[config.mk]
export PLATFORM = sky130hd
export DESIGN_NAME = event_vector_stream_decoder_core
export DESIGN_NICKNAME = d
export VERILOG_FILES = /design/src/evsd_pkg.sv /design/src/event_vector_stream_decoder_core.sv /design/src/evsd_scan.sv /design/src/evsd_ctrl.sv
export VERILOG_INCLUDE_DIRS = /design/src /design/src/src
export SDC_FILE = /design/constraint.sdc
export NUM_CORES = 1
export LEC_CHECK = 0
export BUFFER_PORTS_ARGS = -buffer_cell sky130_fd_sc_hd__buf_2
export CELL_PAD_IN_SITES_DETAIL_PLACEMENT = 1
export CELL_PAD_IN_SITES_GLOBAL_PLACEMENT = 1
export CORE_ASPECT_RATIO = 0.5
export CORE_MARGIN = 5
export CORE_UTILIZATION = 45
export DETAILED_ROUTE_END_ITERATION = 6
export PLACE_DENSITY_LB_ADDON = 0.2
export SYNTH_ARGS = -nofsm -noshare
export SYNTH_HDL_FRONTEND = slang
export SYNTH_SLANG_ARGS = --single-unit
export TNS_END_PERCENT = 50
[constraint.sdc]
create_clock -name i_clk -period 3 [get_ports i_clk]
set_input_delay 0.45 -clock i_clk [delete_from_list [all_inputs] [get_ports i_clk]]
set_output_delay 0.45 -clock i_clk [all_outputs]
set_load 0.02 [all_outputs]
[src/event_vector_stream_decoder_core_assert.svh]
// ----------------------------------------------------------------------------
// event vector stream decoder assertion macros
// concurrent checks, compiled out when SYNTH is defined
// ----------------------------------------------------------------------------
`ifndef EVENT_VECTOR_STREAM_DECODER_CORE_ASSERT_SVH
`define EVENT_VECTOR_STREAM_DECODER_CORE_ASSERT_SVH

`ifndef SYNTH

// same-cycle implication
`define EVSD_ASSERT_IMPLY(label, clk, rst_n, ante, cons) \
    label: assert property (@(posedge clk) disable iff (!rst_n) (ante) |-> (cons)) \
        else $error("evsd check failed");

// next-cycle implication
`define EVSD_ASSERT_NEXT(label, clk, rst_n, ante, cons) \
    label: assert property (@(posedge clk) disable iff (!rst_n) (ante) |=> (cons)) \
        else $error("evsd check failed");

`else

`define EVSD_ASSERT_IMPLY(label, clk, rst_n, ante, cons)
`define EVSD_ASSERT_NEXT(label, clk, rst_n, ante, cons)

`endif

`endif

[src/evsd_pkg.sv]
// ----------------------------------------------------------------------------
// evsd_pkg
// shared types and constants of the event vector stream decoder
// ----------------------------------------------------------------------------
package evsd_pkg;

    localparam int RAW_W   = 64;
    localparam int MASK_W  = 32;
    localparam int IDX_W   = 5;
    localparam int BASE_W  = 11;
    localparam int X_W     = 12;
    localparam int Y_W     = 11;
    localparam int TH_W    = 28;
    localparam int TL_W    = 6;
    localparam int TIME_W  = 34;
    localparam int TYPE_W  = 4;

    localparam logic [TYPE_W-1:0] TYPE_OFF       = 4'h0;
    localparam logic [TYPE_W-1:0] TYPE_ON        = 4'h1;
    localparam logic [TYPE_W-1:0] TYPE_TIME_HIGH = 4'h8;

    typedef enum logic {
        ST_IDLE,
        ST_SCAN
    } t_state;

    // controller to scan unit
    typedef struct packed {
        logic load;
        logic step;
    } t_scan_ctrl;

    // scan unit to controller
    typedef struct packed {
        logic bit_set;
        logic rest_zero;
    } t_scan_stat;

endpackage

[src/event_vector_stream_decoder_core.sv]
// ----------------------------------------------------------------------------
// event_vector_stream_decoder_core
// expands 64-bit vector event words into one event per set valid bit
// ----------------------------------------------------------------------------
//  channel  | valid        | ready        | payload
//  ---------+--------------+--------------+-------------------------------------
//  input    | i_in_valid   | o_in_ready   | i_raw_word
//  output   | o_out_valid  | i_out_ready  | o_pixel_x o_pixel_y o_event_time
//           |              |              | o_polarity o_last_of_word
//
//  time-high, unknown and empty-mask words are taken without a scan.
//  an off/on word with a set mask bit loads the walker and scans up to its
//  highest set bit; the mask walker steps one bit per cycle through one adder,
//  except that output stalls hold it on a set bit; clear bits still advance.
//  results sit in an output register, so a word can be taken while the
//  last result still waits. synchronous active-low reset clears control
//  and the stored time high.
// ----------------------------------------------------------------------------
module event_vector_stream_decoder_core (
    input  logic                        i_clk,
    input  logic                        i_rst_n,
    input  logic                        i_in_valid,
    output logic                        o_in_ready,
    input  logic [evsd_pkg::RAW_W-1:0]  i_raw_word,
    output logic                        o_out_valid,
    input  logic                        i_out_ready,
    output logic [evsd_pkg::X_W-1:0]    o_pixel_x,
    output logic [evsd_pkg::Y_W-1:0]    o_pixel_y,
    output logic [evsd_pkg::TIME_W-1:0] o_event_time,
    output logic                        o_polarity,
    output logic                        o_last_of_word
);
    import evsd_pkg::*;

    logic [TYPE_W-1:0] w_type;
    logic              w_accept;
    logic              w_is_vec;
    logic              w_is_th;
    logic              w_start_ok;
    logic              w_out_free;
    logic              w_emit;
    logic [X_W-1:0]    w_pixel_x;
    t_scan_ctrl        w_ctrl;
    t_scan_stat        w_stat;

    logic [TH_W-1:0]   r_time_high;
    logic [TIME_W-1:0] r_stamp;
    logic [Y_W-1:0]    r_row;
    logic              r_pol;

    logic              r_out_valid;
    logic [X_W-1:0]    r_pixel_x;
    logic [Y_W-1:0]    r_pixel_y;
    logic [TIME_W-1:0] r_event_time;
    logic              r_polarity;
    logic              r_last;

    assign w_type   = i_raw_word[63:60];
    assign w_accept = i_in_valid && o_in_ready;

    always_comb begin
        w_is_vec = 1'b0;
        w_is_th  = 1'b0;
        unique case (w_type) inside
            TYPE_OFF, TYPE_ON: w_is_vec = 1'b1;
            TYPE_TIME_HIGH:    w_is_th  = 1'b1;
            default: ;
        endcase
    end

    assign w_start_ok = w_is_vec && (|i_raw_word[MASK_W-1:0]);
    assign w_out_free = !r_out_valid || i_out_ready;

    evsd_ctrl u_ctrl (
        .i_clk      (i_clk),
        .i_rst_n    (i_rst_n),
        .i_in_valid (i_in_valid),
        .i_start_ok (w_start_ok),
        .i_out_free (w_out_free),
        .i_stat     (w_stat),
        .o_in_ready (o_in_ready),
        .o_emit     (w_emit),
        .o_ctrl     (w_ctrl)
    );

    evsd_scan u_scan (
        .i_clk     (i_clk),
        .i_ctrl    (w_ctrl),
        .i_mask    (i_raw_word[MASK_W-1:0]),
        .i_base_x  (i_raw_word[53:43]),
        .o_stat    (w_stat),
        .o_pixel_x (w_pixel_x)
    );

    always_ff @(posedge i_clk) begin
        if (!i_rst_n) begin
            r_time_high <= '0;
        end else if (w_accept && w_is_th) begin
            r_time_high <= i_raw_word[59:32];
        end
    end

    // per-word fields, held for the whole scan
    always_ff @(posedge i_clk) begin
        if (w_ctrl.load) begin
            r_stamp <= {r_time_high, i_raw_word[59:54]};
            r_row   <= i_raw_word[42:32];
            r_pol   <= (w_type == TYPE_ON);
        end
    end

    always_ff @(posedge i_clk) begin
        if (!i_rst_n) begin
            r_out_valid <= 1'b0;
        end else if (w_emit) begin
            r_out_valid <= 1'b1;
        end else if (i_out_ready) begin
            r_out_valid <= 1'b0;
        end
    end

    always_ff @(posedge i_clk) begin
        if (w_emit) begin
            r_pixel_x    <= w_pixel_x;
            r_pixel_y    <= r_row;
            r_event_time <= r_stamp;
            r_polarity   <= r_pol;
            r_last       <= w_stat.rest_zero;
        end
    end

    assign o_out_valid    = r_out_valid;
    assign o_pixel_x      = r_pixel_x;
    assign o_pixel_y      = r_pixel_y;
    assign o_event_time   = r_event_time;
    assign o_polarity     = r_polarity;
    assign o_last_of_word = r_last;

endmodule

[src/evsd_scan.sv]
// ----------------------------------------------------------------------------
// evsd_scan
// valid mask scanner: one mask bit per step, shared column adder
// ----------------------------------------------------------------------------
module evsd_scan (
    input  logic                        i_clk,
    input  evsd_pkg::t_scan_ctrl        i_ctrl,
    input  logic [evsd_pkg::MASK_W-1:0] i_mask,
    input  logic [evsd_pkg::BASE_W-1:0] i_base_x,
    output evsd_pkg::t_scan_stat        o_stat,
    output logic [evsd_pkg::X_W-1:0]    o_pixel_x
);
    import evsd_pkg::*;

    logic [MASK_W-1:0] r_mask, n_mask;
    logic [IDX_W-1:0]  r_idx, n_idx;
    logic [BASE_W-1:0] r_base_x;

    always_comb begin
        n_mask = r_mask;
        n_idx  = r_idx;
        if (i_ctrl.load) begin
            n_mask = i_mask;
            n_idx  = '0;
        end else if (i_ctrl.step) begin
            n_mask = {1'b0, r_mask[MASK_W-1:1]};
            n_idx  = r_idx + IDX_W'(1);
        end
    end

    always_ff @(posedge i_clk) begin
        r_mask <= n_mask;
        r_idx  <= n_idx;
        if (i_ctrl.load) begin
            r_base_x <= i_base_x;
        end
    end

    assign o_stat.bit_set   = r_mask[0];
    assign o_stat.rest_zero = ~|r_mask[MASK_W-1:1];

    // base x plus bit index, never wraps in 12 bits
    assign o_pixel_x = X_W'(r_base_x) + X_W'(r_idx);

endmodule

[src/evsd_ctrl.sv]
// ----------------------------------------------------------------------------
// evsd_ctrl
// sequencer: takes a word, then, unless a set bit waits for the output slot, walks the mask one bit per cycle
// ----------------------------------------------------------------------------
`include "event_vector_stream_decoder_core_assert.svh"

module evsd_ctrl (
    input  logic                 i_clk,
    input  logic                 i_rst_n,
    input  logic                 i_in_valid,
    input  logic                 i_start_ok,
    input  logic                 i_out_free,
    input  evsd_pkg::t_scan_stat i_stat,
    output logic                 o_in_ready,
    output logic                 o_emit,
    output evsd_pkg::t_scan_ctrl o_ctrl
);
    import evsd_pkg::*;

    t_state r_state, n_state;
    logic   w_step;

    // a clear bit advances freely, a set bit waits for the output slot
    assign w_step = (r_state == ST_SCAN) && (!i_stat.bit_set || i_out_free);

    always_comb begin
        n_state = r_state;
        unique case (r_state)
            ST_IDLE: begin
                if (i_in_valid && i_start_ok) begin
                    n_state = ST_SCAN;
                end
            end
            ST_SCAN: begin
                if (w_step && i_stat.rest_zero) begin
                    n_state = ST_IDLE;
                end
            end
            default: n_state = ST_IDLE;
        endcase
    end

    always_comb begin
        o_in_ready  = 1'b0;
        o_emit      = 1'b0;
        o_ctrl.load = 1'b0;
        o_ctrl.step = 1'b0;
        unique case (r_state)
            ST_IDLE: begin
                o_in_ready  = 1'b1;
                o_ctrl.load = i_in_valid && i_start_ok;
            end
            ST_SCAN: begin
                o_ctrl.step = w_step;
                o_emit      = w_step && i_stat.bit_set;
            end
            default: ;
        endcase
    end

    always_ff @(posedge i_clk) begin
        if (!i_rst_n) begin
            r_state <= ST_IDLE;
        end else begin
            r_state <= n_state;
        end
    end

    // while scanning, some mask bit is still pending
    `EVSD_ASSERT_IMPLY(a_scan_nonempty, i_clk, i_rst_n, r_state == ST_SCAN, !i_stat.rest_zero || i_stat.bit_set)
    // a result is only produced while the output slot can take it
    `EVSD_ASSERT_IMPLY(a_emit_free, i_clk, i_rst_n, o_emit, i_out_free && r_state == ST_SCAN)
    // a started word always enters the scan
    `EVSD_ASSERT_NEXT(a_load_scan, i_clk, i_rst_n, o_ctrl.load, r_state == ST_SCAN)

endmodule
==> flow_summary_export.csv, run 1 <==
group,metric,value,unit
timing,max_clock_freq,445,MHz
cts,cts_hold_buffers,0,
synthesis,synthFlopType,"edfxtp_1",
final_layout,utilization,56.0,%
drt,drt_iter0_drc,173,
critical_path,slowest_delay,0.41,ns
synthesis,synth_cell_types,37,
critical_path,required,3.15,ns
cts,cts_num_sinks,183,
power,power.static_leakage,2.95,nW
final_layout,n_antenna_cell,0,
grt,grt_antenna_before_repair,0,
synthesis,ys_seq_area_share,77.8,%
synthesis,ys_ff_latch,183,
timing,fin_ws,0.753,ns
timing,fin_crit,2.25,ns
cts,ctsResizeCount,0,
min_path,hold_class,"input port to register",
drt,wl,13.5,mm
synthesis,netlist_area,0.00661,mm²
drt,drc,0,
timing,worstMarginPinSlew,0.603,ns
timing,fin_worst_skew,0.0100,ns
synthesis,async_flop_share,0,%
power,peakVddDrop,375,µV
critical_path,r2r_slack,0.75,ns
cts,clk_path_buf_depth,2,
timing,rsz0062_at_grt,"no",
timing,slew_violations,0,
timing,final-hold-violation-count,0,
critical_path,crit_path_top_delay_cell,"dfxtp_1",
cts,cts_root_buf,"clkbuf_16",
cts,path_clk_slew,0.07,ns
grt,grt_max_degree,36,
grt,grt_pass1_vias,4114,
power,power_density,656,mW/mm²
cts,clk_latency,0.42,ns
job,drv_cap,0,
grt,grt-ovfl-total,0,
cts,htreeDepth,4,
synthesis,syn_area_per_cell,16.1,µm²
drt,dr_total_vias,3822,
critical_path,crit_path_cell_trace,"ha_1, inv_1, fa_1, nor2b_1, o21ai_0, a211oi_1, xor2_1",
cts,cts_tree,"built",
drt,drt_pre_antenna_iters,4,
synthesis,synth_nets,485,
timing,tns,0,ns
synthesis,yosysWarningCount,0,
critical_path,startpoint_type,"register",
critical_path,arrival,2.40,ns
status,status,"finished, final reports clean",
cts,postCtsSetupBuffers,0,
grt,grt.total_usage,16.3,%
synthesis,synth-edff-count,148,
place,dp_hpwl,9.39,mm
floorplanning,start_util,45.8,%
critical_path,worstSetupPathType,"register to register",
timing,period_share,74.9,%
place,io_buffers,128,
floorplanning,die_x,181,µm
synthesis,syn_inst,410,
timing,relSlewSlack,59.8,%
drt,routedWlPerCell,17.7,µm
timing,setup_violations,0,
floorplanning,rows,31,
place,dpl_worst_slack,0.525,ns
drt,vias_per_cell,5.00,
final_layout,drive_above_1_share,36.2,%
floorplanning,die_area,0.0174,mm²
final_layout,area_delta_synth_final,22.2,%
floorplanning,core-area,0.0144,mm²
final_layout,final_net_count,630,
critical_path,cp_num_buf_inv,1,
floorplanning,die_height,95.7,µm
grt,grt_pass1_wl,21.6,mm
critical_path,path_max_fanout,4,
floorplanning,ios,129,
cts,cts_made_buffers,17,
critical_path,crit_family,"adder cells",
critical_path,cp-end-kind,"register",
place,routabilityCongestion,0.773,
drt,postRouteAntennaNets,0,
-- cell families (layout without fill, tap and decap cells) --
kind of cell             count (synthesis)  after routing  share of synthesized area, %
AO/OA/AOI/OAI                           45             45                          4.01
XOR/XNOR                                13             13                          1.72
adder cells (fa/ha/maj)                  7              7                          1.44
buffers and inverters                   19            176                          1.67
flip-flops                             183            183                          77.8
multiplexers                            31             31                          5.28
AND/OR/NAND/NOR                        112            112                          8.06
-- final timing paths --
check	endpoint	startpoint	cells past startpoint
setup reg to reg	o_pixel_x[10]	u_scan.r_idx[0]	7
hold reg to reg	o_pixel_y[3]	r_row[3]	0
setup / recovery	o_pixel_x[10]	u_scan.r_idx[0]	7
hold / removal	r_row[0]	i_raw_word[32]	1
-- area by class of cell --
class                      instances  area (µm²)
timing repair buffer             138         716
clock inverter                    14         159
fill                            1407        6350
tap                              198         248
sequential                       183        5140
inverter                           7        26.3
multi-input combinational        208        1360
clock buffer                      17         425
-- cell usage after synthesis (3+ instances only) --
master    number  area share (%)
mux2_2        31             5.3
nand2_1       63             3.6
nor4_1        15             1.4
inv_1          6            0.34
and3_1         5            0.47
nand3_1        3            0.23
nor2b_1        4            0.38
xor2_1         5            0.66
ha_1           6             1.1
xnor2_1        8             1.1
clkbuf_1       6            0.34
nor2_1         6            0.34
dfxtp_1       35              11
a21oi_1       32             2.4
a211oi_1       3            0.34
nand4_1        5            0.47
and2_1         3            0.28
edfxtp_1     148              67
o21ai_0        3            0.23
-- sequential cells by signal, indices dropped and copies added (netlist names) --
register and flops:
r_stamp 34, r_pol 1, o_out_valid 1, o_pixel_x 12
u_scan.r_mask 32, o_polarity 1, u_scan.r_idx 5, o_last_of_word 1
u_scan.r_base_x 11, r_time_high 28, r_row 11, u_ctrl.r_state 1
o_pixel_y 11, o_event_time 34
-- layer usage --
layer | global-route usage, % | wire [µm]
met1 | 21.3 | 6110
met2 | 27.4 | 6670
met3 | 3.93 | 661
met4 | 5.24 | 102
met5 | 0 | 0
-- where the power goes --
part	switching, mW	total [mW]	leakage, nW	internal, mW
Combinational	0.167	0.294	0.999	0.127
Sequential	0.0431	2.85	1.66	2.81
Clock	1.04	2.16	0.282	1.12
-- placed cells by master (no fill, tap or decap), types with 2 or more instances in the layout --
master,count
buf_4,10
dfxtp_1,35
clkinv_8,3
nor4_1,15
a21oi_1,32
nor2_1,6
ha_1,6
edfxtp_1,148
o21ai_0,3
inv_8,3
inv_1,6
nand3_1,3
and2_1,3
xor2_1,5
inv_6,3
buf_2,128
and3_1,4
nand4_1,5
mux2_2,31
nor2b_1,4
a32oi_1,2
nand2_1,63
and2_2,2
a211oi_1,3
clkbuf_16,17
nor3_1,2
xnor2_1,8
clkinv_4,3
-- stage by stage --
step / hold WS, ns / cells / area, µm² / power (mW)
final: 0.218 / 765 / 8080 / 5.30
after global routing: 0.191 / 765 / 8080 / 5.52
after CTS: 0.200 / 765 / 8080 / 5.34
after detailed placement: 0.406 / 734 / 7490 / 3.20
after global placement: 0.402 / 734 / 7490 / 3.18
after floorplan: 0.400 / 410 / 6610 / 3.07
No activity file was read; power rests on OpenSTA's default activity.
==> inputs of run 2 (changes only) <==
- ABC_AREA: unset -> 1
- CORE_UTILIZATION: 45 -> 40
- clock period: 3 -> 1.8 ns (I/O delays scaled with it)
==> run 2 against run 1 <==
  * The flow now finishes with violations (setup timing)
  * Non-clock buffer count increased by 10
  * Clock power is 69% higher
  * Cell count increased by 21%
  * Final area increased by 5.7%
  * Hold slack worse by 0.18 ns
  * Sequential share of layout area fell by 3.4 points
  * Largest power group unchanged
==> flow_summary_export.csv, run 2 <==
group,metric,value,unit
synthesis,yosysWarningCount,0,
timing,max_clock_freq,552,MHz
drt,dr_total_vias,4283,
critical_path,r2r_slack,-0.01,ns
power,power.static_leakage,3.33,nW
final_layout,n_antenna_cell,0,
grt,grt-ovfl-total,0,
floorplanning,die_x,194,µm
floorplanning,start_util,41.0,%
final_layout,area_delta_synth_final,26.4,%
cts,clk_latency,0.42,ns
critical_path,startpoint_type,"register",
floorplanning,rows,33,
drt,routedWlPerCell,15.6,µm
grt,grt_pass1_vias,4555,
critical_path,r2r_end,"o_pixel_x[10]",
grt,grt.total_usage,15.2,%
power,peakVddDrop,714,µV
timing,fin_crit,1.81,ns
timing,period_share,101,%
cts,cts_tree,"built",
critical_path,worstSetupPathType,"register to register",
timing,tns,-0.0200,ns
cts,htreeDepth,4,
synthesis,synth_top_area_share,65.8,%
drt,drc,0,
synthesis,synth-edff-count,148,
cts,clk_path_buf_depth,2,
timing,slew_violations,0,
drt,postRouteAntennaNets,0,
timing,rsz0062_at_grt,"yes",
final_layout,utilization,51.8,%
synthesis,ys_seq_area_share,76.2,%
timing,final-hold-violation-count,0,
floorplanning,die_area,0.0197,mm²
job,drv_cap,0,
drt,wl,14.4,mm
min_path,hold_class,"input port to register",
place,placed_cells,891,
synthesis,ys_ff_latch,183,
place,routabilityCongestion,0.774,
synthesis,async_flop_share,0,%
synthesis,syn_area_per_cell,12.6,µm²
cts,cts_made_buffers,17,
synthesis,netlist_area,0.00675,mm²
critical_path,crit_path_end,"o_pixel_x[10]",
floorplanning,die_height,102,µm
final_layout,final_net_count,760,
power,power_density,1040,mW/mm²
grt,grt_antenna_before_repair,0,
cts,cts_num_sinks,183,
synthesis,yosys.area.top_type,"edfxtp_1",
final_layout,final_cell_count_no_fill,925,
synthesis,synth_most_common_cell,"edfxtp_1",
status,status,"finished with violations",
drt,drt_iter0_drc,160,
grt,grt_pass1_wl,23.5,mm
critical_path,path_max_fanout,5,
place,io_buffers,128,
synthesis,synth_nets,609,
critical_path,arrival,1.99,ns
synthesis,synth_area_leaders,"edfxtp_1 66%, dfxtp_1 10%, nand2_1 6.2%, inv_1 3.6%, a21oi_1 2.6%",
place,dp_hpwl,10.0,mm
drt,vias_per_cell,4.63,
cts,path_clk_slew,0.07,ns
critical_path,cp-startpoint,"u_scan.r_idx[0]",
timing,worstMarginPinSlew,0.571,ns
floorplanning,ios,129,
critical_path,reg2reg_from,"u_scan.r_idx[0]",
final_layout,drive_above_1_share,28.7,%
status,violations,"setup timing",
synthesis,synth_cell_types,23,
synthesis,synth_common_cells,"148 x edfxtp_1, 112 x nand2_1, 64 x inv_1, 46 x nor2_1",
cts,cts_root_buf,"clkbuf_16",
grt,grt_max_degree,57,
timing,relSlewSlack,61.9,%
critical_path,rr_worst_depth,9,
timing,fin_ws,-0.0121,ns
synthesis,synthFlopType,"edfxtp_1",
timing,setup_violations,2,
timing,fin_worst_skew,0.0146,ns
drt,drt_pre_antenna_iters,4,
critical_path,cp-end-kind,"register",
cts,cts_hold_buffers,0,
synthesis,syn_inst,534,
final_layout,final_common_cell,"edfxtp_1",
critical_path,required,1.97,ns
final_layout,layout_common_cells,"148 x edfxtp_1, 128 x buf_2, 109 x nand2_1",
floorplanning,core-area,0.0165,mm²
-- run 2: cell types whose count changed in the layout (fill, tap and decap cells not counted), sizes merged, moves of 4 or more --
cell   delta
o21ai    +40
nor4     -14
nor2     +40
and3      -4
nor2b     -4
and2      -5
xnor2     -6
buf      +10
inv      +53
nand2    +49
mux2     -31
nand3    +10
-- run 2: through the flow --
stage               power (mW)  instance area, µm²  setup WS (ns)  hold WS [ns]
floorplan                 5.07                6770         -0.229         0.369
global placement          5.29                7870        -0.0576         0.401
detailed placement        5.32                7870         -0.198         0.406
CTS                       8.99                8490         0.0464        0.0196
global route              9.31                8540        -0.0806        0.0117
finish                    8.91                8540        -0.0121        0.0375
-- run 2: critical path, stage by stage (launching register included) --
cell and delay, ns:
dfxtp_2 0.33, ha_2 0.18, inv_2 0.05, fa_2 0.39
o21ai_4 0.19, nand3_2 0.12, nand2_4 0.11, nand3_1 0.08
nand2_1 0.08, nand2_1 0.05
-- run 2: report_power, final --
group / total (mW) / switching (mW) / internal (mW)
Clock: 3.65 / 1.78 / 1.87
Sequential: 4.73 / 0.0524 / 4.68
Combinational: 0.529 / 0.301 / 0.227
-- run 2: cell families (layout without fill, tap and decap cells) --
family	count (synthesis)	count (layout)	synth area share, %
compound gates	79	79	5.95
buf+inv	80	244	5.11
flops	183	183	76.2
xor+xnor	7	7	0.908
simple gates	178	178	10.4
fa+ha+maj	7	7	1.41
-- run 2: area by class of cell --
type	instances	area [µm²]
clock buffers	18	429
clock inverters	14	164
fillers	1758	7940
inverters	64	245
multi-input cells	271	1340
flip-flops and latches	183	5150
well taps	227	284
repair buffers	148	928
-- run 2: worst min-delay path by stage --
stage,startpoint,endpoint,slack (ns),cells past startpoint
floorplan,i_raw_word[32],r_row[0],0.37,0
global placement,r_stamp[4],o_event_time[4],0.40,0
detailed placement,r_stamp[4],o_event_time[4],0.41,0
CTS,i_raw_word[57],r_stamp[3],0.02,1
global route,i_raw_word[36],r_row[4],0.01,1
finish,i_raw_word[56],r_stamp[2],0.04,1
-- run 2: metal layers --
layer	part of all wire, %	vias to the layer above	global-route usage (%)
met2	50	90	26.4
met3	3.3	14	3.62
met4	1.3	0	5.00
li1	-	2106	-
met5	0	-	0
met1	46	2073	19.2
-- run 2: what timing repair did --
item,CTS,global route
pin swaps,2,5
endpoints found under the setup margin,5,7
setup buffers,1,1
resized for setup,5,9
